## src/design/drlv_pkg.sv

```systemverilog
// shared constants and types for the dirty rectangle list validator
// no dependencies
`default_nettype none

package drlv_pkg;

    localparam int unsigned FRAME_WIDTH  = 220;
    localparam int unsigned FRAME_HEIGHT = 176;
    localparam int unsigned HDR_LEN      = 8;
    localparam int unsigned HDR_POS_W    = $clog2(HDR_LEN);

    localparam logic [HDR_POS_W-1:0] HDR_POS_LAST = HDR_POS_W'(HDR_LEN - 1);

    typedef struct packed {
        logic [7:0]  x;
        logic [7:0]  y;
        logic [7:0]  w;
        logic [7:0]  h;
        logic [31:0] len;
    } t_hdr;

endpackage

`default_nettype wire

```

## src/design/drlv_hdr_check.sv

```systemverilog
// header checker: frame bounds, length and native alignment rules
// depends on drlv_pkg
`default_nettype none

module drlv_hdr_check
    import drlv_pkg::*;
(
    input  var t_hdr       i_hdr,
    input  wire            i_native_mode,
    input  wire [1:0]      i_data_offset,
    output logic           o_pass
);

    logic [8:0]  w_x_end;
    logic [8:0]  w_y_end;
    logic [15:0] w_area;
    logic [31:0] w_exp_len;
    logic        w_bad_base;
    logic        w_bad_native;

    always_comb begin
        w_x_end      = {1'b0, i_hdr.x} + {1'b0, i_hdr.w};
        w_y_end      = {1'b0, i_hdr.y} + {1'b0, i_hdr.h};
        w_area       = i_hdr.w * i_hdr.h;
        w_exp_len    = {15'd0, w_area, 1'b0};
        w_bad_base   = (i_hdr.w == 8'd0) || (i_hdr.h == 8'd0)
                    || (w_x_end > 9'(FRAME_WIDTH))
                    || (w_y_end > 9'(FRAME_HEIGHT))
                    || (i_hdr.len != w_exp_len);
        w_bad_native = i_native_mode
                    && (i_hdr.x[0] || i_hdr.w[0] || (i_data_offset != 2'd0));
        o_pass       = !(w_bad_base || w_bad_native);
    end

endmodule

`default_nettype wire

```

## src/design/dirty_rect_list_validator_unit.sv

```systemverilog
// dirty rectangle list validator top level: input register, parse state, result register
// depends on drlv_pkg and drlv_hdr_check
//
//   channel   | direction | signals                         | content
//   s_axis    | in        | tvalid tready tdata[15:0] tlast | payload byte, rect total, last
//   m_axis    | out       | tvalid tready tdata[15:0]       | valid flag, rectangles checked
//   cfg       | in        | valid ready data[0]             | native mode
//
// one byte per cycle sustained, unless a last byte waits on a stalled output; a byte is parsed from the input register
// the result is loaded into the output register when the last byte is parsed
// header check (one 8x8 multiply and 32-bit compare) runs in the parse cycle
// a stalled output only holds the input register when it carries a last byte
// synchronous active-low reset clears all control state; native mode resets to 0
`default_nettype none

module dirty_rect_list_validator_unit
    import drlv_pkg::*;
(
    input  wire         i_clk,
    input  wire         i_rst_n,

    input  wire         i_s_axis_tvalid,
    output logic        o_s_axis_tready,
    input  wire  [15:0] i_s_axis_tdata,   // [7:0] payload_byte, [15:8] rect_total
    input  wire         i_s_axis_tlast,

    output logic        o_m_axis_tvalid,
    input  wire         i_m_axis_tready,
    output logic [15:0] o_m_axis_tdata,   // [0] valid_res, [8:1] rects_checked, [15:9] zero

    input  wire         i_cfg_valid,
    output logic        o_cfg_ready,
    input  wire         i_cfg_data
);

    // input register
    logic                 r_in_vld;
    logic [7:0]           r_byte;
    logic [7:0]           r_total;
    logic                 r_last;

    // parse state
    logic                 r_native;
    logic                 r_in_payload;
    logic [7:0]           r_expected;
    logic [HDR_POS_W-1:0] r_hdr_pos;
    logic [7:0]           r_hdr [HDR_LEN-1];
    logic [31:0]          r_data_rem;
    logic                 r_in_data;
    logic [1:0]           r_off;
    logic [7:0]           r_rects;
    logic                 r_failed;

    // result register
    logic                 r_out_vld;
    logic                 r_out_ok;
    logic [7:0]           r_out_cnt;

    logic                 w_adv;
    logic                 w_first;
    logic [7:0]           w_exp;
    logic [HDR_POS_W-1:0] w_pos;
    logic [31:0]          w_dr;
    logic                 w_ind;
    logic [1:0]           w_off;
    logic [7:0]           w_rd;
    logic                 w_fl;
    logic                 w_hdr_wr;
    logic                 w_pass;
    t_hdr                 w_hdr;

    logic [HDR_POS_W-1:0] n_hdr_pos;
    logic [31:0]          n_data_rem;
    logic                 n_in_data;
    logic [1:0]           n_off;
    logic [7:0]           n_rects;
    logic                 n_failed;
    logic                 n_out_ok;

    assign w_adv           = r_in_vld && (!r_last || !r_out_vld || i_m_axis_tready);
    assign o_s_axis_tready = !r_in_vld || w_adv;
    assign o_cfg_ready     = 1'b1;
    assign o_m_axis_tvalid = r_out_vld;
    assign o_m_axis_tdata  = {7'd0, r_out_cnt, r_out_ok};

    assign w_hdr = '{x: r_hdr[0], y: r_hdr[1], w: r_hdr[2], h: r_hdr[3],
                     len: {r_byte, r_hdr[6], r_hdr[5], r_hdr[4]}};

    // payload offset after this byte, feeds the alignment check
    assign w_first = !r_in_payload;
    assign w_off   = w_first ? 2'd0 : r_off;
    assign n_off   = w_off + 2'd1;

    drlv_hdr_check u_hdr_check (
        .i_hdr         (w_hdr),
        .i_native_mode (r_native),
        .i_data_offset (n_off),
        .o_pass        (w_pass)
    );

    always_comb begin
        w_exp      = w_first ? r_total : r_expected;
        w_pos      = w_first ? '0 : r_hdr_pos;
        w_dr       = w_first ? 32'd0 : r_data_rem;
        w_ind      = w_first ? 1'b0 : r_in_data;
        w_rd       = w_first ? 8'd0 : r_rects;
        w_fl       = w_first ? 1'b0 : r_failed;

        n_hdr_pos  = w_pos;
        n_data_rem = w_dr;
        n_in_data  = w_ind;
        n_rects    = w_rd;
        n_failed   = w_fl;
        w_hdr_wr   = 1'b0;

        if (!w_fl) begin
            if (w_ind) begin
                n_data_rem = w_dr - 32'd1;
                if (n_data_rem == 32'd0) begin
                    n_in_data = 1'b0;
                end
            end else if (w_rd >= w_exp) begin
                n_failed = 1'b1;
            end else if (w_pos == HDR_POS_LAST) begin
                n_hdr_pos = '0;
                if (w_pass) begin
                    n_rects    = w_rd + 8'd1;
                    n_data_rem = w_hdr.len;
                    n_in_data  = 1'b1;
                end else begin
                    n_failed = 1'b1;
                end
            end else begin
                w_hdr_wr  = 1'b1;
                n_hdr_pos = w_pos + HDR_POS_W'(1);
            end
        end

        n_out_ok = !n_failed && !n_in_data && (n_hdr_pos == '0) && (n_rects == w_exp);
    end

    always_ff @(posedge i_clk) begin
        if (!i_rst_n) begin
            r_in_vld     <= 1'b0;
            r_native     <= 1'b0;
            r_in_payload <= 1'b0;
            r_expected   <= 8'd0;
            r_hdr_pos    <= '0;
            r_data_rem   <= 32'd0;
            r_in_data    <= 1'b0;
            r_off        <= 2'd0;
            r_rects      <= 8'd0;
            r_failed     <= 1'b0;
            r_out_vld    <= 1'b0;
        end else begin
            if (i_cfg_valid && o_cfg_ready) begin
                r_native <= i_cfg_data;
            end
            if (o_s_axis_tready) begin
                r_in_vld <= i_s_axis_tvalid;
            end
            if (w_adv) begin
                r_in_payload <= !r_last;
                r_expected   <= w_exp;
                r_hdr_pos    <= n_hdr_pos;
                r_data_rem   <= n_data_rem;
                r_in_data    <= n_in_data;
                r_off        <= n_off;
                r_rects      <= n_rects;
                r_failed     <= n_failed;
            end
            if (w_adv && r_last) begin
                r_out_vld <= 1'b1;
            end else if (i_m_axis_tready) begin
                r_out_vld <= 1'b0;
            end
        end
    end

    always_ff @(posedge i_clk) begin
        if (o_s_axis_tready && i_s_axis_tvalid) begin
            r_byte  <= i_s_axis_tdata[7:0];
            r_total <= i_s_axis_tdata[15:8];
            r_last  <= i_s_axis_tlast;
        end
        if (w_adv && w_hdr_wr) begin
            r_hdr[w_pos] <= r_byte;
        end
        if (w_adv && r_last) begin
            r_out_ok  <= n_out_ok;
            r_out_cnt <= n_rects;
        end
    end

    // header and pixel phases never overlap
    a_phase_excl: assert property (@(posedge i_clk) disable iff (!i_rst_n)
        r_in_data |-> (r_hdr_pos == '0))
        else $error("header position moved during pixel data");

    // pixel phase always has bytes left
    a_data_nonzero: assert property (@(posedge i_clk) disable iff (!i_rst_n)
        r_in_data |-> (r_data_rem != 32'd0))
        else $error("pixel phase with zero bytes remaining");

    // accepted headers never exceed the expected count
    a_rect_bound: assert property (@(posedge i_clk) disable iff (!i_rst_n)
        r_rects <= r_expected)
        else $error("rectangle count beyond expected total");

    // a result appears only after a last byte was parsed
    a_result_src: assert property (@(posedge i_clk) disable iff (!i_rst_n)
        $rose(r_out_vld) |-> $past(w_adv && r_last))
        else $error("result without a last byte");

endmodule

`default_nettype wire
```

## config.mk

```make
export PLATFORM = sky130hd
export DESIGN_NAME = dirty_rect_list_validator_unit
export DESIGN_NICKNAME = d
export VERILOG_FILES = /design/src/design/drlv_pkg.sv /design/src/design/drlv_hdr_check.sv /design/src/design/dirty_rect_list_validator_unit.sv
export SDC_FILE = /design/constraint.sdc
export NUM_CORES = 1
export LEC_CHECK = 0
export ABC_CLOCK_PERIOD_IN_PS = 20300
export BUFFER_PORTS_ARGS = -buffer_cell sky130_fd_sc_hd__buf_2
export CAP_MARGIN = 20
export CORE_MARGIN = 5
export CORE_UTILIZATION = 49
export DETAILED_ROUTE_END_ITERATION = 12
export GPL_TIMING_DRIVEN = 0
export HOLD_SLACK_MARGIN = 0.06
export PLACE_DENSITY = 0.66
export SLEW_MARGIN = 40
export SYNTH_ARGS = -nofsm -noshare
export SYNTH_HDL_FRONTEND = slang
export SYNTH_HIERARCHICAL = 1
export SYNTH_SLANG_ARGS = --single-unit
```

## constraint.sdc

```tcl
create_clock -name i_clk -period 20.3 [get_ports i_clk]
set_input_delay 1.015 -clock i_clk [delete_from_list [all_inputs] [get_ports i_clk]]
set_output_delay 1.015 -clock i_clk [all_outputs]
set_load 0.005 [all_outputs]
```

# [After elaboration in Yosys (flattened, before gate mapping)]
# Memories as Yosys holds them, arrays and structs flattened.
# Index checks and enable logic that the tools add are counted.
[totals] output_inout_bits=19 n_memories=1 ramBits=56 reg_bits=85 word_cells=99
[classes] reduce_logical=29 muxes=40 addsub=6 magnitude_cmp=3 mul=1 eq_ne=3
[memory_table] name="r_hdr" words=7 width=8 read_ports=7 rd_clocked_by_memory_dff=0 wr=1 line_no="dirty_rect_list_validator_unit.sv:47" rtl="logic [7:0] r_hdr [HDR_LEN-1];"
[ops] operator="$mux W32" n=6
[ops] operator="$mux W8" n=7
[ops] operator="$logic_not A32 Y1" n=1
[ops] operator="$ne A32 B17 Y1" n=1
[ops] operator="$sub A32 B1 Y32 const B" n=1
[ops] operator="$mux W1" n=21
[ops] operator="$add A8 B8 Y9" n=2
[ops] operator="$gt A9 B8 Y1 const B" n=2
[ops] operator="$logic_not A8 Y1" n=2
[ops] operator="$mul A8 B8 Y16" n=1
[ops] operator="$mux W3" n=5
[ops] operator="$logic_or A1 B1 Y1" n=10
[ops] operator="$add A8 B1 Y8 const B" n=1
[ops] operator="$eq A8 B8 Y1" n=1
[ops] operator="$ge A8 B8 Y1" n=1
[ops] operator="$logic_and A1 B1 Y1" n=8
[ops] operator="$logic_not A1 Y1" n=5
[ops] operator="$reduce_bool A2 Y1" n=2
[ops] operator="$add A3 B1 Y3 const B" n=1
[ops] operator="$eq A3 B3 Y1 const B" n=1
[ops] operator="$logic_not A3 Y1" n=1
[ops] operator="$add A2 B1 Y2 const B" n=1
[ops] operator="$mux W2" n=1

# [Longest topological paths before layout]
# An unclocked memory read counts as a cell.
[depth] depth_word=16 mapped_depth=25 mapped_depth_nobuf=24

# [Modules after synthesis]
# The synthesis kept the hierarchy.
[modules_own_cells] module="dirty_rect_list_validator_unit" area_per_inst_um2=6769.0 instances=1 cells_per_inst=671 seq_area_each_um2=3643.5
[modules_own_cells] module="drlv_hdr_check" area_per_inst_um2=3261.9 instances=1 cells_per_inst=409 seq_area_each_um2=0.0

# [Least setup slack after synthesis]
# OpenSTA, ideal clock, no wires.
[synth_path] kind="register to register" from="memory r_hdr[3][7]" to="register r_out_ok, data pin" path_stages_with_launch=24 required_ps=20038 t_arrival_ps=6393 path_slack_ps=13645 path_cell_list="edfxtp_1 > clkbuf_1 > nand2_1 > fa_1 > fa_1 > fa_1 > inv_1 > fa_1 > ha_1 > buf_6 > a21o_2 > a211o_1 > nor4_1 > nand4_1 > a2111oi_2 > o2111ai_1 > a2111oi_2 > nand2_1 > or3_1 > a211oi_2 > mux2_1 > mux2i_1 > o32a_1 > nor4_2"
[synth_lines] item="from (decl)" line_no="dirty_rect_list_validator_unit.sv:47"
[synth_lines] item="to (signal assigned)" line_no="dirty_rect_list_validator_unit.sv:190" rtl="r_out_ok <= n_out_ok;"
[synth_lines] item="to (decl)" line_no="dirty_rect_list_validator_unit.sv:56" rtl="logic r_out_ok;"

==> impl_metrics.py <==
metrics = {
    "finish": {
        "register_area_um2": 3640,
        "num-fill-cells": 1845,
        "finish.utilization": 0.556,
        "area_growth_pct": 11.7,
        "antenna-diode-count": 0,
        "drive_gt1_frac": 0.0971,
        "stdcell_area_um2": 11200,
        "multiInputGateArea_um2": 5840,
        "fin_nets": 1266,
    },
    "sta": {
        "period_share": 0.410,
        "slew_headroom": 0.429,
        "timing.final.ws_setup_ps": 11980,
        "whs_ps": 482,
        "slew_violations": 0,
        "fmax_mhz": 120,
        "fin_crit_ps": 8320,
        "grt_setup_unrepaired": "false",
        "tns_ps": 0,
        "fin_skew_ps": 11.9,
        "setup_violations": 0,
        "hold_viol_final": 0,
        "worst_pin_slew_ps": 854,
    },
    "setup_path": {
        "r2r_slack_ps": 11980,
        "critical-path-slowest-cell": "nor2_1",
        "cp_max_fo": 10,
        "end_kind": "register",
        "cp_top_family": "compound AO/OA/AOI/OAI gates",
        "path_common_cell": "fa_1",
        "cp.required_ps": 20660,
        "rr_endpoint": "r_data_rem[19]",
        "arrival_ps": 8680,
        "crit_path_max_incr_delay_ps": 690,
        "cp_cell_sequence": "clkbuf_1 -> nand2_1 -> fa_1 -> fa_1 -> fa_1 -> fa_1 -> inv_1 -> ha_1 -> clkbuf_1 -> o21ai_1 -> a21oi_1 -> o41ai_1 -> mux2i_1 -> o31ai_1 -> a211o_1 -> a2111oi_2 -> nand2_1 -> a211o_1 -> nor2_1 -> clkbuf_1 -> a21oi_1 -> a21oi_1",
        "start_kind": "register",
        "reg2reg_depth": 22,
        "critPathKind": "register to register",
        "r2r-start": "r_hdr[2][3]",
        "cp_num_buf_inv": 4,
    },
    "clocking": {
        "htreeDepth": 4,
        "postCtsSetupBuffers": 0,
        "clock_path_buffers": 2,
        "clk_pin_slew_worst_paths_ps": 70,
        "ctsResizeCount": 0,
        "cts_tree": "yes",
        "cts_hold_buf": 0,
        "clock_latency_ps": 430,
        "cts-buffers-inserted": 17,
        "root_buffer": "clkbuf_16",
        "clock_sinks": 141,
    },
    "power_and_ir_drop": {
        "powerDensity_nw_per_um2": 63.3,
        "p_leak_uw": 0.00450,
        "ir_drop_mv": 0.0575,
    },
    "floorplan": {
        "die_height_um": 153,
        "die-area_um2": 23400,
        "ioPinCount": 42,
        "num_rows": 52,
        "die_w_um": 153,
        "coreArea_um2": 20200,
        "initial_core_util": 0.497,
    },
    "detailed_routing": {
        "antenna_left": 0,
        "via_per_inst": 5.99,
        "drt_first_iter_violations": 799,
        "drtPass1Iterations": 6,
        "wl_per_cell_um": 19.9,
        "post-route-drc-count": 0,
        "via_count": 8530,
        "drt-total-wl_um": 28300,
    },
    "hold_path": {
        "min_from": "r_off[1]",
        "worstHoldEndpoint": "r_off[1]",
        "hold_path.class": "register to register",
        "hold-path-cell-count": 2,
    },
    "logic_synthesis": {
        "yosys.area.top_type": "edfxtp_1",
        "yosysSeqAreaShare": 0.363,
        "syn_avg_cell_area_um2": 9.29,
        "synth_edf_count": 82,
        "ys_async_sr_fraction": 0,
        "ys_seq_elements": 141,
        "synth_cells": 1080,
        "synth_commonest_cells": "nand2_1, nor2_1, edfxtp_1, inv_1, ha_1",
        "synth_cell_type_count": 82,
        "synth_warnings": 6,
        "yosysMostFrequentCell": "nand2_1",
        "yosysTopAreaCellShare": 0.245,
        "synth_flop_cell": "edfxtp_1",
        "ys_top_cells_by_area": "edfxtp_1, dfxtp_1, ha_1",
        "synth_area_um2": 10000,
    },
    "placed_design": {
        "dp_hpwl_um": 20800,
        "io_buffer_count": 32,
        "dpl_worst_slack_ps": 12120,
        "gp_congestion": 0.938,
        "postPlaceCellArea_um2": 10600,
    },
    "global_routing": {
        "grt_max_degree": 17,
        "grt_use_total": 0.240,
        "grt_pass1_vias": 8280,
        "overflow": 0,
        "antenna_found_initial": 0,
        "grt_pass1_wl_um": 45400,
    },
    "flow_run": {
        "drv_cap": 0,
    },
    "outcome": {
        "status": "finished, final reports clean",
    },
}
==> placed cells by master, fill, tap and decap left out, types with 6 or more instances in the layout <==
master / netlist / routed
a211oi_1: 14 / 14
a21o_1: 13 / 13
a21oi_1: 61 / 60
a221oi_1: 7 / 7
a22oi_1: 8 / 8
a31oi_1: 10 / 9
and2_1: 40 / 40
and3_1: 10 / 10
buf_2: 6 / 40
buf_4: 9 / 9
clkbuf_1: 43 / 44
clkbuf_16: 0 / 17
conb_1: 2 / 8
dfxtp_1: 59 / 59
edfxtp_1: 82 / 82
fa_1: 38 / 38
ha_1: 65 / 65
inv_1: 80 / 80
mux2i_1: 14 / 14
nand2_1: 104 / 104
nand2b_1: 8 / 8
nand3_1: 22 / 22
nand4_1: 11 / 11
nor2_1: 87 / 87
nor3_1: 21 / 20
nor4_1: 13 / 11
o211ai_1: 6 / 6
o21ai_0: 59 / 59
o21ai_1: 8 / 8
o22ai_1: 10 / 10
o31ai_1: 7 / 7
or3_1: 7 / 7
xnor2_1: 24 / 24
xor2_1: 23 / 23
==> cells by family (layout without fill, tap and decap cells) <==
family | count (synthesis) | in the layout | share of synthesized area
AO/OA/AOI/OAI | 266 | 266 | 0.178
XOR/XNOR | 48 | 48 | 0.0434
adder cells (fa/ha/maj) | 103 | 103 | 0.157
buffers and inverters | 144 | 211 | 0.0610
flip-flops | 141 | 141 | 0.363
multiplexers | 19 | 19 | 0.0196
other | 2 | 8 | 0.000749
AND/OR/NAND/NOR | 357 | 357 | 0.177
==> worst reg2reg max path, stage by stage, from the launching register on <==
cell and delay, ps:
edfxtp_1 360, clkbuf_1 450, nand2_1 160, fa_1 580
fa_1 450, fa_1 540, fa_1 550, inv_1 40
ha_1 270, clkbuf_1 210, o21ai_1 120, a21oi_1 90
o41ai_1 400, mux2i_1 420, o31ai_1 210, a211o_1 290
a2111oi_2 630, nand2_1 360, a211o_1 390, nor2_1 690
clkbuf_1 590, a21oi_1 270, a21oi_1 190
==> stage by stage <==
| stage | power, uW | cells |
|---|---|---|
| finish | 709 | 1423 |
| global route | 732 | 1423 |
| CTS | 709 | 1423 |
| detailed placement | 399 | 1391 |
| global placement | 397 | 1388 |
| floorplan | 374 | 1086 |
==> state kept, by name, summed over array words and instances, names as in the netlist, 2 cells and up <==
name and cells:
r_byte 8, r_data_rem 32, r_expected 8, r_hdr 56, r_hdr_pos 3, r_off 2, r_out_cnt 8, r_rects 8
r_total 8
==> worst max-delay path by stage <==
| stage | depth (start not counted) | slack (ps) | end | startpoint |
|---|---|---|---|---|
| floorplan | 23 | 13640 | r_out_ok | r_hdr[3][7] |
| global placement | 22 | 12000 | r_data_rem[20] | r_hdr[2][3] |
| detailed placement | 22 | 12120 | r_data_rem[20] | r_hdr[3][7] |
| CTS | 22 | 12100 | r_data_rem[20] | r_hdr[3][7] |
| global route | 24 | 11610 | r_data_rem[19] | r_hdr[2][4] |
| finish | 22 | 11980 | r_data_rem[19] | r_hdr[2][3] |
==> layout make-up <==
type,instances,area share
Multi-Input combinational cell,801,0.522
Inverter,81,0.0271
Sequential cell,141,0.325
Clock buffer,18,0.0383
Clock inverter,14,0.0141
Timing Repair Buffer,35,0.0162
Tap cell,270,0.0301
Buffer,63,0.0275
==> power by group <==
group / total [uW] / internal (uW) / switching (uW)
registers: 320 / 311 / 9.11
clock network: 314 / 184 / 131
logic: 74.8 / 25.4 / 49.4
total: 709 / 520 / 189
==> metal layers <==
metal	part of all wire	vias up	global-route usage
li1	-	3991	-
met2	0.45	346	0.373
met5	0	-	0
met3	0.067	64	0.0404
met1	0.45	4129	0.339
met4	0.033	0	0.0899
(Power assumes the default switching activity.)
